--- config.mk ---
export PLATFORM = sky130hd
export DESIGN_NAME = ultrasonic_range_controller_unit
export DESIGN_NICKNAME = d
export VERILOG_FILES = /design/src/rtl/core/urc_pkg.sv /design/src/rtl/core/ultrasonic_range_controller_unit.sv
export SDC_FILE = /design/constraint.sdc
export NUM_CORES = 1
export LEC_CHECK = 0
export ABC_AREA = 0
export BUFFER_PORTS_ARGS = -buffer_cell sky130_fd_sc_hd__clkbuf_2
export CORE_ASPECT_RATIO = 0.6
export CORE_MARGIN = 2
export CORE_UTILIZATION = 50
export CTS_BUF_LIST = sky130_fd_sc_hd__clkbuf_16
export DETAILED_ROUTE_END_ITERATION = 12
export GPL_TIMING_DRIVEN = 0
export PLACE_DENSITY = 0.76
export SYNTH_ARGS = -nofsm -noshare
export SYNTH_HDL_FRONTEND = slang
export SYNTH_SLANG_ARGS = --single-unit
export TNS_END_PERCENT = 100
--- constraint.sdc ---
create_clock -name aclk -period 9.4 [get_ports aclk]
set_input_delay 2.82 -clock aclk [delete_from_list [all_inputs] [get_ports aclk]]
set_output_delay 2.82 -clock aclk [all_outputs]
set_load 0.01 [all_outputs]
--- src/rtl/core/urc_pkg.sv ---
`default_nettype none

package urc_pkg;

    localparam int COUNT_BITS_DEFAULT = 16;

    localparam int TICK_W = 20;
    localparam int DIST_W = 11;
    localparam int DIGIT_W = 4;
    localparam int CFG_INDEX_W = 8;
    localparam int CFG_DATA_W = 20;
    localparam int S_DATA_W = 8;
    localparam int M_DATA_W = 32;

    // register indexes of the configuration port
    localparam logic [CFG_INDEX_W-1:0] REG_TRIGGER_TICKS = 8'd0;
    localparam logic [CFG_INDEX_W-1:0] REG_HOLDOFF_TICKS = 8'd1;
    localparam logic [CFG_INDEX_W-1:0] REG_MAX_DISTANCE = 8'd2;
    localparam logic [CFG_INDEX_W-1:0] REG_ALARM_DISTANCE = 8'd3;

    localparam logic [TICK_W-1:0] TRIGGER_TICKS_RST = 20'd4608;
    localparam logic [TICK_W-1:0] HOLDOFF_TICKS_RST = 20'd73728;
    localparam logic [DIST_W-1:0] MAX_DISTANCE_RST = 11'd700;
    localparam logic [DIST_W-1:0] ALARM_DISTANCE_RST = 11'd100;

    // count width wide enough for any legal count
    localparam int CNT_EXT_W = 25;
    // smallest count whose distance no longer fits in DIST_W bits
    localparam logic [CNT_EXT_W-1:0] SAT_COUNT = 25'd120471;
    localparam int CNT_LOW_W = 17;
    localparam int X_W = 21;
    localparam logic [DIST_W-1:0] DIST_MAX = 11'd2047;

    // floor(x / 1000) = (x * RECIP_1000) >> 31 for x below 2^21
    localparam logic [21:0] RECIP_1000 = 22'd2147484;
    // floor(d / 100) = (d * 5243) >> 19, floor(d / 10) = (d * 52429) >> 19
    localparam logic [12:0] RECIP_100 = 13'd5243;
    localparam logic [15:0] RECIP_10 = 16'd52429;
    // floor(q / 10) = (q * 205) >> 11 for q below 1029
    localparam logic [7:0] RECIP_10_SMALL = 8'd205;

    typedef struct packed {
        logic trig;
        logic done;
        logic ovf;
        logic sat;
        logic [X_W-1:0] x;
    } urc_s2_t;

    typedef struct packed {
        logic trig;
        logic done;
        logic ovf;
        logic [DIST_W-1:0] dist_cm;
    } urc_s3_t;

    typedef struct packed {
        logic trig;
        logic done;
        logic over;
        logic alarm;
        logic [DIST_W-1:0] dist_cm;
        logic [4:0] q100;
        logic [7:0] q10;
    } urc_s4_t;

endpackage

`default_nettype wire

--- src/rtl/core/ultrasonic_range_controller_unit.sv ---
`default_nettype none

// Ultrasonic echo ranging controller. Every input request is one timer tick
// carrying the sampled echo level in s_tdata[0]; every tick yields exactly one
// result request with the trigger pin level and, on the tick the echo falls,
// the distance in cm (count * 17 / 1000, truncated, saturating at 2047), its
// three decimal digits, an overrange flag and a proximity alarm that is
// suppressed when the echo counter wrapped. One tick is accepted every clock
// cycle while m_tready stays high, and each result passes six registers: an
// input register, the phase sequencer, the scaling by 17, the reciprocal
// multiply for the division by 1000, the digit reciprocals, and the result
// register. Each stage holds its request on its own, so bubbles close up and
// the input side keeps taking ticks while a finished result waits, until
// every stage is full.
// Configuration writes (index 0 trigger_ticks, 1 holdoff_ticks,
// 2 max_distance, 3 alarm_distance; other indexes are ignored) are always
// accepted and must only be issued while the pipeline is empty.
module ultrasonic_range_controller_unit
    import urc_pkg::*;
#(
    parameter int COUNT_BITS = COUNT_BITS_DEFAULT
) (
    input  wire logic                   aclk,
    input  wire logic                   aresetn,
    // fields from bit 0: echo, zero fill
    input  wire logic [S_DATA_W-1:0]    s_tdata,
    input  wire logic                   s_tvalid,
    output logic                        s_tready,
    // fields from bit 0: trigger, distance_cm, digit_hundreds, digit_tens,
    // digit_ones, overrange, alarm, zero fill
    output logic [M_DATA_W-1:0]         m_tdata,
    // fields from bit 0: done_res
    output logic                        m_tuser,
    output logic                        m_tvalid,
    input  wire logic                   m_tready,
    input  wire logic                   cfg_valid,
    output logic                        cfg_ready,
    input  wire logic [CFG_INDEX_W-1:0] cfg_index,
    input  wire logic [CFG_DATA_W-1:0]  cfg_data
);

    localparam logic [1:0] PH_TRIGGER = 2'd0;
    localparam logic [1:0] PH_WAIT = 2'd1;
    localparam logic [1:0] PH_COUNT = 2'd2;
    localparam logic [1:0] PH_HOLDOFF = 2'd3;

    // configuration registers
    logic [TICK_W-1:0] trigger_ticks_reg;
    logic [TICK_W-1:0] holdoff_ticks_reg;
    logic [DIST_W-1:0] max_distance_reg;
    logic [DIST_W-1:0] alarm_distance_reg;

    // sequencer state
    logic [1:0]            phase_reg, phase_next;
    logic [TICK_W-1:0]     pt_reg, pt_next;
    logic [COUNT_BITS-1:0] cnt_reg, cnt_next;
    logic                  ovf_reg, ovf_next;

    // pipeline valids and payloads
    logic v0_reg, v1_reg, v2_reg, v3_reg, v4_reg, v5_reg;
    logic rdy0, rdy1, rdy2, rdy3, rdy4, rdy5;

    logic                  echo_reg;
    logic                  trig1_reg, done1_reg, ovf1_reg;
    logic [COUNT_BITS-1:0] cnt1_reg;
    urc_s2_t               s2_reg, s2_next;
    urc_s3_t               s3_reg, s3_next;
    urc_s4_t               s4_reg, s4_next;
    logic [M_DATA_W-1:0]   tdata_reg, tdata_next;
    logic                  tuser_reg;

    logic                  trig_c, done_c;
    logic [TICK_W-1:0]     pt_inc;
    logic [COUNT_BITS-1:0] cnt_inc;
    logic                  st_en;

    logic [X_W-1:0]        c_low;
    logic [42:0]           prod_1000;
    logic [23:0]           prod_100;
    logic [26:0]           prod_10;
    logic [15:0]           prod_t;
    logic [4:0]            tens_q;
    logic [DIGIT_W-1:0]    dig_h, dig_t, dig_o;
    logic [DIST_W-1:0]     q10_x10;
    logic [7:0]            tq_x10;

    // ready ripples back from the result register; an empty stage always takes
    assign rdy5 = !v5_reg || m_tready;
    assign rdy4 = !v4_reg || rdy5;
    assign rdy3 = !v3_reg || rdy4;
    assign rdy2 = !v2_reg || rdy3;
    assign rdy1 = !v1_reg || rdy2;
    assign rdy0 = !v0_reg || rdy1;

    assign s_tready = rdy0;
    assign cfg_ready = 1'b1;
    assign st_en = v0_reg && rdy1;

    // configuration writes; drop unknown indexes
    always_ff @(posedge aclk) begin
        if (!aresetn) begin
            trigger_ticks_reg <= TRIGGER_TICKS_RST;
            holdoff_ticks_reg <= HOLDOFF_TICKS_RST;
            max_distance_reg <= MAX_DISTANCE_RST;
            alarm_distance_reg <= ALARM_DISTANCE_RST;
        end else if (cfg_valid) begin
            unique case (cfg_index)
                REG_TRIGGER_TICKS:  trigger_ticks_reg <= cfg_data;
                REG_HOLDOFF_TICKS:  holdoff_ticks_reg <= cfg_data;
                REG_MAX_DISTANCE:   max_distance_reg <= cfg_data[DIST_W-1:0];
                REG_ALARM_DISTANCE: alarm_distance_reg <= cfg_data[DIST_W-1:0];
                default: ;
            endcase
        end
    end

    // phase sequencer, advanced once per tick as it leaves the input register
    always_comb begin
        pt_inc = pt_reg + 20'd1;
        cnt_inc = cnt_reg + COUNT_BITS'(1);
        phase_next = phase_reg;
        pt_next = pt_reg;
        cnt_next = cnt_reg;
        ovf_next = ovf_reg;
        trig_c = 1'b0;
        done_c = 1'b0;
        unique case (phase_reg)
            PH_TRIGGER: begin
                trig_c = 1'b1;
                // a zero setting still gives one tick of trigger, since any count meets it
                if (pt_inc >= trigger_ticks_reg || pt_inc == '0) begin
                    phase_next = PH_WAIT;
                    pt_next = '0;
                end else begin
                    pt_next = pt_inc;
                end
            end
            PH_WAIT: begin
                if (echo_reg) begin
                    cnt_next = COUNT_BITS'(1);
                    phase_next = PH_COUNT;
                end
            end
            PH_COUNT: begin
                if (echo_reg) begin
                    cnt_next = cnt_inc;
                    if (cnt_inc == '0) begin
                        ovf_next = 1'b1;
                    end
                end else begin
                    done_c = 1'b1;
                    cnt_next = '0;
                    ovf_next = 1'b0;
                    pt_next = '0;
                    phase_next = (holdoff_ticks_reg == '0) ? PH_TRIGGER : PH_HOLDOFF;
                end
            end
            PH_HOLDOFF: begin
                if (pt_inc >= holdoff_ticks_reg || pt_inc == '0) begin
                    phase_next = PH_TRIGGER;
                    pt_next = '0;
                end else begin
                    pt_next = pt_inc;
                end
            end
        endcase
    end

    always_ff @(posedge aclk) begin
        if (!aresetn) begin
            phase_reg <= PH_TRIGGER;
            pt_reg <= '0;
            cnt_reg <= '0;
            ovf_reg <= 1'b0;
        end else if (st_en) begin
            phase_reg <= phase_next;
            pt_reg <= pt_next;
            cnt_reg <= cnt_next;
            ovf_reg <= ovf_next;
        end
    end

    // stage 2: scale by 17 and flag counts whose distance saturates
    always_comb begin
        c_low = X_W'(CNT_LOW_W'(cnt1_reg));
        s2_next.trig = trig1_reg;
        s2_next.done = done1_reg;
        s2_next.ovf = ovf1_reg;
        s2_next.sat = CNT_EXT_W'(cnt1_reg) >= SAT_COUNT;
        s2_next.x = (c_low << 4) + c_low;
    end

    // stage 3: divide by 1000 through the reciprocal
    always_comb begin
        prod_1000 = 43'(s2_reg.x) * 43'(RECIP_1000);
        s3_next.trig = s2_reg.trig;
        s3_next.done = s2_reg.done;
        s3_next.ovf = s2_reg.ovf;
        s3_next.dist_cm = s2_reg.sat ? DIST_MAX : prod_1000[41:31];
    end

    // stage 4: limit compares and the quotients by 100 and by 10
    always_comb begin
        prod_100 = 24'(s3_reg.dist_cm) * 24'(RECIP_100);
        prod_10 = 27'(s3_reg.dist_cm) * 27'(RECIP_10);
        s4_next.trig = s3_reg.trig;
        s4_next.done = s3_reg.done;
        // a saturated distance is 2047 and so always meets the limit
        s4_next.over = s3_reg.dist_cm >= max_distance_reg || s3_reg.ovf;
        s4_next.alarm = !s3_reg.ovf && s3_reg.dist_cm < alarm_distance_reg;
        s4_next.dist_cm = s3_reg.dist_cm;
        s4_next.q100 = prod_100[23:19];
        s4_next.q10 = prod_10[26:19];
    end

    // stage 5: reduce the quotients to digits and pack the result
    always_comb begin
        if (s4_reg.q100 >= 5'd20) begin
            dig_h = DIGIT_W'(s4_reg.q100 - 5'd20);
        end else if (s4_reg.q100 >= 5'd10) begin
            dig_h = DIGIT_W'(s4_reg.q100 - 5'd10);
        end else begin
            dig_h = DIGIT_W'(s4_reg.q100);
        end
        q10_x10 = (DIST_W'(s4_reg.q10) << 3) + (DIST_W'(s4_reg.q10) << 1);
        dig_o = DIGIT_W'(s4_reg.dist_cm - q10_x10);
        prod_t = 16'(s4_reg.q10) * 16'(RECIP_10_SMALL);
        tens_q = prod_t[15:11];
        tq_x10 = (8'(tens_q) << 3) + (8'(tens_q) << 1);
        dig_t = DIGIT_W'(s4_reg.q10 - tq_x10);
        tdata_next = '0;
        tdata_next[0] = s4_reg.trig;
        // zero every reading field on ticks without a completed measurement
        if (s4_reg.done) begin
            tdata_next[11:1] = s4_reg.dist_cm;
            tdata_next[15:12] = dig_h;
            tdata_next[19:16] = dig_t;
            tdata_next[23:20] = dig_o;
            tdata_next[24] = s4_reg.over;
            tdata_next[25] = s4_reg.alarm;
        end
    end

    // valid bits: each stage loads from the one before whenever it is ready
    always_ff @(posedge aclk) begin
        if (!aresetn) begin
            v0_reg <= 1'b0;
            v1_reg <= 1'b0;
            v2_reg <= 1'b0;
            v3_reg <= 1'b0;
            v4_reg <= 1'b0;
            v5_reg <= 1'b0;
        end else begin
            if (rdy0) v0_reg <= s_tvalid;
            if (rdy1) v1_reg <= v0_reg;
            if (rdy2) v2_reg <= v1_reg;
            if (rdy3) v3_reg <= v2_reg;
            if (rdy4) v4_reg <= v3_reg;
            if (rdy5) v5_reg <= v4_reg;
        end
    end

    // payloads: load with the request, hold while stalled
    always_ff @(posedge aclk) begin
        if (rdy0 && s_tvalid) begin
            echo_reg <= s_tdata[0];
        end
        if (st_en) begin
            trig1_reg <= trig_c;
            done1_reg <= done_c;
            cnt1_reg <= cnt_reg;
            ovf1_reg <= ovf_reg;
        end
        if (rdy2 && v1_reg) s2_reg <= s2_next;
        if (rdy3 && v2_reg) s3_reg <= s3_next;
        if (rdy4 && v3_reg) s4_reg <= s4_next;
        if (rdy5 && v4_reg) begin
            tdata_reg <= tdata_next;
            tuser_reg <= s4_reg.done;
        end
    end

    assign m_tdata = tdata_reg;
    assign m_tuser = tuser_reg;
    assign m_tvalid = v5_reg;

    // the echo counter only holds a value while a measurement is in progress
    a_count_clear: assert property (@(posedge aclk) disable iff (!aresetn)
        (phase_reg == PH_TRIGGER || phase_reg == PH_HOLDOFF || phase_reg == PH_WAIT)
        |-> (cnt_reg == '0 && !ovf_reg))
        else $error("echo counter not cleared outside the count phase");

    // the phase tick counter is only live in trigger and holdoff
    a_ticks_clear: assert property (@(posedge aclk) disable iff (!aresetn)
        (phase_reg == PH_WAIT || phase_reg == PH_COUNT) |-> pt_reg == '0)
        else $error("phase tick counter not cleared");

    // a tick without a completed measurement carries no reading
    a_idle_zero: assert property (@(posedge aclk) disable iff (!aresetn)
        (m_tvalid && !m_tuser) |-> m_tdata[M_DATA_W-1:1] == '0)
        else $error("reading fields set on a tick without a measurement");

    // the digit split never leaves the decimal range
    a_digits: assert property (@(posedge aclk) disable iff (!aresetn)
        m_tvalid |-> (m_tdata[15:12] < 4'd10 && m_tdata[19:16] < 4'd10
                      && m_tdata[23:20] < 4'd10))
        else $error("digit out of range");

    // a measurement completes only with the trigger released
    a_done_no_trig: assert property (@(posedge aclk) disable iff (!aresetn)
        (m_tvalid && m_tuser) |-> !m_tdata[0])
        else $error("trigger high on a completed measurement");

endmodule

`default_nettype wire
==> run metrics, run 1 <==
hold_buf cts=0; Leakage=11.6 nW; post-synthesis xor/xnor area fraction=3.13%; Clk Latency, worst-skew pair=0.55 ns; CTS Buffer Depth=3; Final Power=2.67 mW; sequential-to-total area share from yosys stat=25.7%; Synth Area in Simple Gates=between 10% and 20%; startpoint types=primary input; Synth Warn #=0; Root Driver=clkbuf_16; Antenna Nets Post-Route=0; remaining global-route overflow=0; Synth async-reset ratio=0%; Setup TNS=0 ns; first-pass GRT wire length=between 80000 and 90000 um; Area Overhead vs Synth=8.56%; final wirelength=48300 um; hold_ws=0.413 ns; cell internal pwr=1.83 mW; Sw Share=31.2%; initial antenna violation count=0; area fraction in compound gates after synthesis=7.39%; Fin. Hold Viols=0; Reg power frac=38.9%; number of remaining DRC errors=0; CTS resizes=0; HPWL Detailed=39500 um; clock buffer count from CTS=22; Die X=about 270 um; Req. time, crit path=6.58 ns; # diodes=0; row count=58; Logic pwr share=approximately a quarter; Least-Margin Pin Slew=approximately 1.2 ns; CTS tree=built; largest net degree at the start of global routing=27; Synth Cell Area=21500 um^2; DIE AREA=roughly 45000 um^2; Core ar.=42200 um^2; status=completed; Hold Crit Class=flop to flop; Area contributors post-synth=ha_1, fa_1, edfxtp_1; First-pass DRT Iterations=7; R2R setup slack=2.86 ns; Critical Path End Type=output port; Tot GR Track Use=between 20% and 30%; Largest register FFs=28; CP Max Fanout=6; Main synth FF type=edfxtp_1; Tcrit/Tclk final=72.7%; Top-Level Pins=77; top-count cell post-synth=ha_1; Syn Area/Cell=10.2 um^2; CTS H-Tree Depth=1; maxcap violations=0; hold depth=0; Slowest-stage cell, CP=and3b_1; post-layout minimum cycle time=~6.8 ns; final setup violation count=0; CP Cell Sequence=clkbuf_2 -> and3b_1 -> and3_1 -> clkbuf_1 -> nand3_1 -> clkbuf_2; count of buffer and inverter cells on the critical path=3; GP Congestion=0.932; main combinational cell family by area after synthesis=adder cells; worst r2r src=s2_reg[7]$_DFFE_PP_; Via density=5.41; Initial Util=just over 50%; CP arrival=4.01 ns; NetSw=around 0.83 mW; Avg WL per Cell=17.3 um; Synth top area share=25.3%; # port buffers=61; relative slew slack=18.8%; clock power share=34.6%; fin util=a little under three fifths; critical path class=primary input to output port; vias post-DR=15.1k; post-synthesis mux area share=2.88%; maximum VDD drop=approximately 110 uV; Synth top cells by count=ha_1, inv_1, fa_1, edfxtp_1, dfxtp_1; Post-Synth Adder-Cell Area=between 40% and 50%; DRT iter0 DRCs=between 900 and 1k; share of layout cells above drive strength 1=5.96%; cell taking the most area after synthesis=ha_1; Top delay family on crit path=simple AND/OR/NAND/NOR gates; clock sink count=220; Final nets=2856; Critical Path Most Common Cell=clkbuf_2; unrepaired setup endpoints after global routing=false; vias in the first global route=15.5k; EDFF count, synth=113; skew final=between 0.02 and 0.025 ns; Mapped Cells=~2.1k; Cell variety after synth=68; f_max=146 MHz; clk slew on worst S/H paths=approximately 0.060 ns; Reg2Reg Depth=21; Power Density=114 nW/um^2; fin. max-slew vios=0; Worst Hold Path EP=s3_reg[12]$_DFFE_PP_; setup bufs post-CTS=0; Crit path largest cell delay=0.29 ns; #FFs+latches synth=220; Die Y=165 um; hold path startpoint=s2_reg[23]$_DFFE_PP_; r2r endpoint=s3_reg[5]$_DFFE_PP_
## routing by layer
metal	global-route usage, %	vias to the layer above	wire (um)
met3	4.46	48	3440
met2	35.5	429	20900
met4	3.42	0	585
met5	0	-	0
li1	-	7247	-
met1	32.5	7337	23300
## worst reg2reg max path, delay by kind of cell (launching register included)
kind            cells  cell delay, ns
compound gates      6            1.52
xor+xnor            1            0.13
fa+ha+maj           8            3.45
buf+inv             4            0.21
flops               1            0.70
simple gates        2            0.27
## cell type report
| class | instances | area, um^2 |
|---|---|---|
| buffer | 52 | 228 |
| clock buffer | 24 | 601 |
| fill | 3586 | 18800 |
| inverter | 434 | 1630 |
| tap | 570 | 713 |
| sequential | 220 | 5540 |
| timing repair buffer | 64 | 350 |
| multi-input combinational | 1406 | 14200 |
| clock inverter | 16 | 154 |
## per-stage QoR
| step | std cells | worst slack, ns | cell area [um^2] |
|---|---|---|---|
| 5_1_grt | 2786 | 2.49 | 23400 |
| 3_3_place_gp | 2743 | 2.63 | 22600 |
| 6_report | 2786 | 2.57 | 23400 |
| 3_5_place_dp | 2746 | 2.57 | 22600 |
| 4_1_cts | 2786 | 2.57 | 23400 |
| 2_1_floorplan | 2112 | 3.04 | 21600 |
## cells by family after synthesis
logic type,count (synthesis)
buffers and inverters,486
flip-flops,220
AND/OR/NAND/NOR,401
AO/OA/AOI/OAI,244
XOR/XNOR,77
adder cells (fa/ha/maj),615
other,2
multiplexers,62
## power groups by stage
| stage | Combinational, mW | Clock (mW) | Sequential [mW] |
|---|---|---|---|
| after detailed placement | 0.696 | 0 | 1.06 |
| after CTS | 0.710 | 0.939 | 1.04 |
| after global routing | 0.822 | 0.976 | 1.04 |
| after floorplan | 0.517 | 0 | 1.05 |
| after global placement | 0.660 | 0 | 1.06 |
| final | 0.706 | 0.924 | 1.04 |
## cells in the final DEF (no fill, tap or decap), drive strengths merged, types with 23 or more instances in the layout
cell type  count
nand4         24
fa           180
nor2          48
xor2          23
dfxtp        107
clkbuf       121
a21oi         63
and2          25
xnor2         54
nand2         78
nand3         37
o21ai         48
nor2b         88
ha           435
inv          437
mux2i         62
edfxtp       113
## worst max path at each step
stage	start	to	slack [ns]	cells after the start
floorplan	m_tready	s_tready	3.04	4
global placement	m_tready	s_tready	2.63	6
detailed placement	m_tready	s_tready	2.57	6
CTS	m_tready	s_tready	2.57	6
global route	m_tready	s_tready	2.49	6
finish	m_tready	s_tready	2.57	6
Power figures use the tool's default switching activity.
==> run 2, diff against run 1 <==
==> constraint.sdc (replaced) <==
create_clock -name aclk -period 6.7 [get_ports aclk]
set_input_delay 2.01 -clock aclk [delete_from_list [all_inputs] [get_ports aclk]]
set_output_delay 2.01 -clock aclk [all_outputs]
set_load 0.01 [all_outputs]
==> run 2 against run 1 <==
Against the previous run: global-route usage unchanged; largest power group unchanged; wire length about the same; design area about the same; utilization about the same; clock skew about the same; sequential power increased by 40%; power increased by 44%; clock power increased by 41%.
==> run metrics, run 2 (synthesis results as in run 1) <==
Crit path largest cell delay=0.70 ns (+0.41 ns); GP Congestion=0.932 (unchanged); Power Density=164 nW/um^2 (+44%); clk slew on worst S/H paths=0.06 ns (about the same); remaining global-route overflow=0 (unchanged); Largest register FFs=28 (unchanged); HPWL Detailed=39500 um (unchanged); skew final=0.0249 ns (+0.0000136 ns); count of buffer and inverter cells on the critical path=4 (+1); CTS H-Tree Depth=1 (unchanged); Via density=5.40 (about the same); Leakage=11.6 nW (-0.45%); final setup violation count=0 (unchanged); Top-Level Pins=77 (unchanged); first-pass GRT wire length=80300 um (unchanged); Final nets=2856 (unchanged); Fin. Hold Viols=0 (unchanged); NetSw=1.21 mW (+46%); critical path class=flop to flop; number of remaining DRC errors=0 (unchanged); First-pass DRT Iterations=7 (unchanged); CTS Buffer Depth=3 (unchanged); Logic pwr share=28.1% (+1.6 points); Hold Crit Class=flop to flop; initial antenna violation count=0 (unchanged); Setup TNS=0 ns (unchanged); relative slew slack=18.4% (-0.39 points); Least-Margin Pin Slew=1.22 ns (+0.00584 ns); share of layout cells above drive strength 1=6.00% (+0.045 points); Slowest-stage cell, CP=edfxtp_1; DRT iter0 DRCs=925 (-0.22%); Area Overhead vs Synth=8.58% (about the same); DIE AREA=44800 um^2 (unchanged); cell internal pwr=2.62 mW (+43%); Reg power frac=38.1% (-0.8 points); final wirelength=48300 um (about the same); f_max=156 MHz; commonest non-fill, non-tap cell in the layout=ha_1; maxcap violations=0 (unchanged); Critical Path Most Common Cell=fa_1; fin util=55.5% (about the same); Antenna Nets Post-Route=0 (unchanged); Root Driver=clkbuf_16; CP Cell Sequence=ha_1 -> ha_1 -> fa_1 -> inv_1 -> fa_1 -> inv_1 -> fa_1 -> fa_1 -> inv_1 -> fa_1 -> inv_1 -> ha_1 -> nand4_1 -> nor2_1 -> a221oi_1 -> nand4_1 -> o21ai_0 -> o21bai_2 -> a31o_2 -> a21oi_1 -> xnor2_1; vias post-DR=15.1k (-0.053%); Avg WL per Cell=17.3 um (about the same); CTS tree=built; startpoint types=flop; Critical Path End Type=flop; most frequent cells in the layout=ha_1, inv_1, fa_1; row count=58 (unchanged); Sw Share=31.7% (+0.45 points); # diodes=0 (unchanged); Req. time, crit path=6.98 ns (+0.40 ns); Worst Slack Setup Final=0.280 ns (-2.28 ns); Top delay family on crit path=adder cells; unrepaired setup endpoints after global routing=false; vias in the first global route=15.5k (unchanged); Tot GR Track Use=22.5% (unchanged); Die X=272 um (unchanged); Clk Latency, worst-skew pair=0.55 ns (about the same); Core ar.=42200 um^2 (unchanged); clock power share=33.8% (-0.8 points); # port buffers=61 (unchanged); Fillers=3586 (unchanged); maximum VDD drop=150 uV (+41%); post-layout minimum cycle time=around 6.4 ns; largest net degree at the start of global routing=27 (unchanged); CP arrival=6.70 ns (+2.69 ns); CP Max Fanout=6 (unchanged); fin. max-slew vios=0 (unchanged); Initial Util=51.1% (unchanged); Die Y=165 um (unchanged); Tcrit/Tclk final=~96%; clock buffer count from CTS=22 (unchanged); status=completed; post-placement worst setup slack=0.297 ns (-2.28 ns); clock sink count=220 (unchanged)
-- run 2: cell count changes in the layout (fill, tap and decap cells not counted) --
cell	previous run	this run
o21bai_1	5	4
o21bai_2	0	1
-- run 2: layer usage --
metal  global-route usage, %  vias up  routed length, um
met5                       0        -                  0
met4                    3.42        0                585
met3                    4.46       48               3440
met2                    35.5      429              20900
met1                    32.5     7332              23300
li1                        -     7244                  -
-- run 2: what timing repair did --
| item | 4_1_cts | 5_1_grt |
|---|---|---|
| buffers inserted | 0 | 0 |
| hold buffers | 0 | 0 |
| endpoints found under the setup margin | 0 | 1 |
| resized for setup | 0 | 1 |
-- run 2: stage by stage --
stage          hold slack [ns]  power, mW  area [um^2]  std cells
2_1_floorplan            0.400       2.27        21600       2112
3_3_place_gp             0.403       2.49        22600       2743
3_5_place_dp             0.405       2.55        22600       2746
4_1_cts                  0.410       3.86        23400       2786
5_1_grt                  0.431       4.08        23400       2786
6_report                 0.413       3.83        23400       2786
-- run 2: cell type report --
type | instances | area [um^2] | share of cell area (%)
Buffer | 52 | 228 | 0.974
Clock buffer | 24 | 601 | 2.57
Clock inverter | 16 | 154 | 0.658
Inverter | 434 | 1630 | 6.96
Multi-Input combinational cell | 1406 | 14200 | 60.6
Sequential cell | 220 | 5540 | 23.7
Tap cell | 570 | 713 | 3.05
Timing Repair Buffer | 64 | 350 | 1.50
-- run 2: path summary, 6_finish.rpt --
path | from | end | cells past startpoint | slack [ns]
hold reg to reg | s2_reg[23]$_DFFE_PP_ | s3_reg[12]$_DFFE_PP_ | 0 | 0.41
hold / removal | s2_reg[23]$_DFFE_PP_ | s3_reg[12]$_DFFE_PP_ | 0 | 0.41
setup reg to reg | s2_reg[7]$_DFFE_PP_ | s3_reg[5]$_DFFE_PP_ | 21 | 0.28
setup / recovery | s2_reg[7]$_DFFE_PP_ | s3_reg[5]$_DFFE_PP_ | 21 | 0.28
-- run 2: power groups by stage --
stage	clock, mW	sequential, mW	combinational (mW)
6_report	1.30	1.46	1.07
3_5_place_dp	0	1.49	1.06
5_1_grt	1.37	1.46	1.25
3_3_place_gp	0	1.49	1.00
2_1_floorplan	0	1.48	0.791
4_1_cts	1.32	1.46	1.08
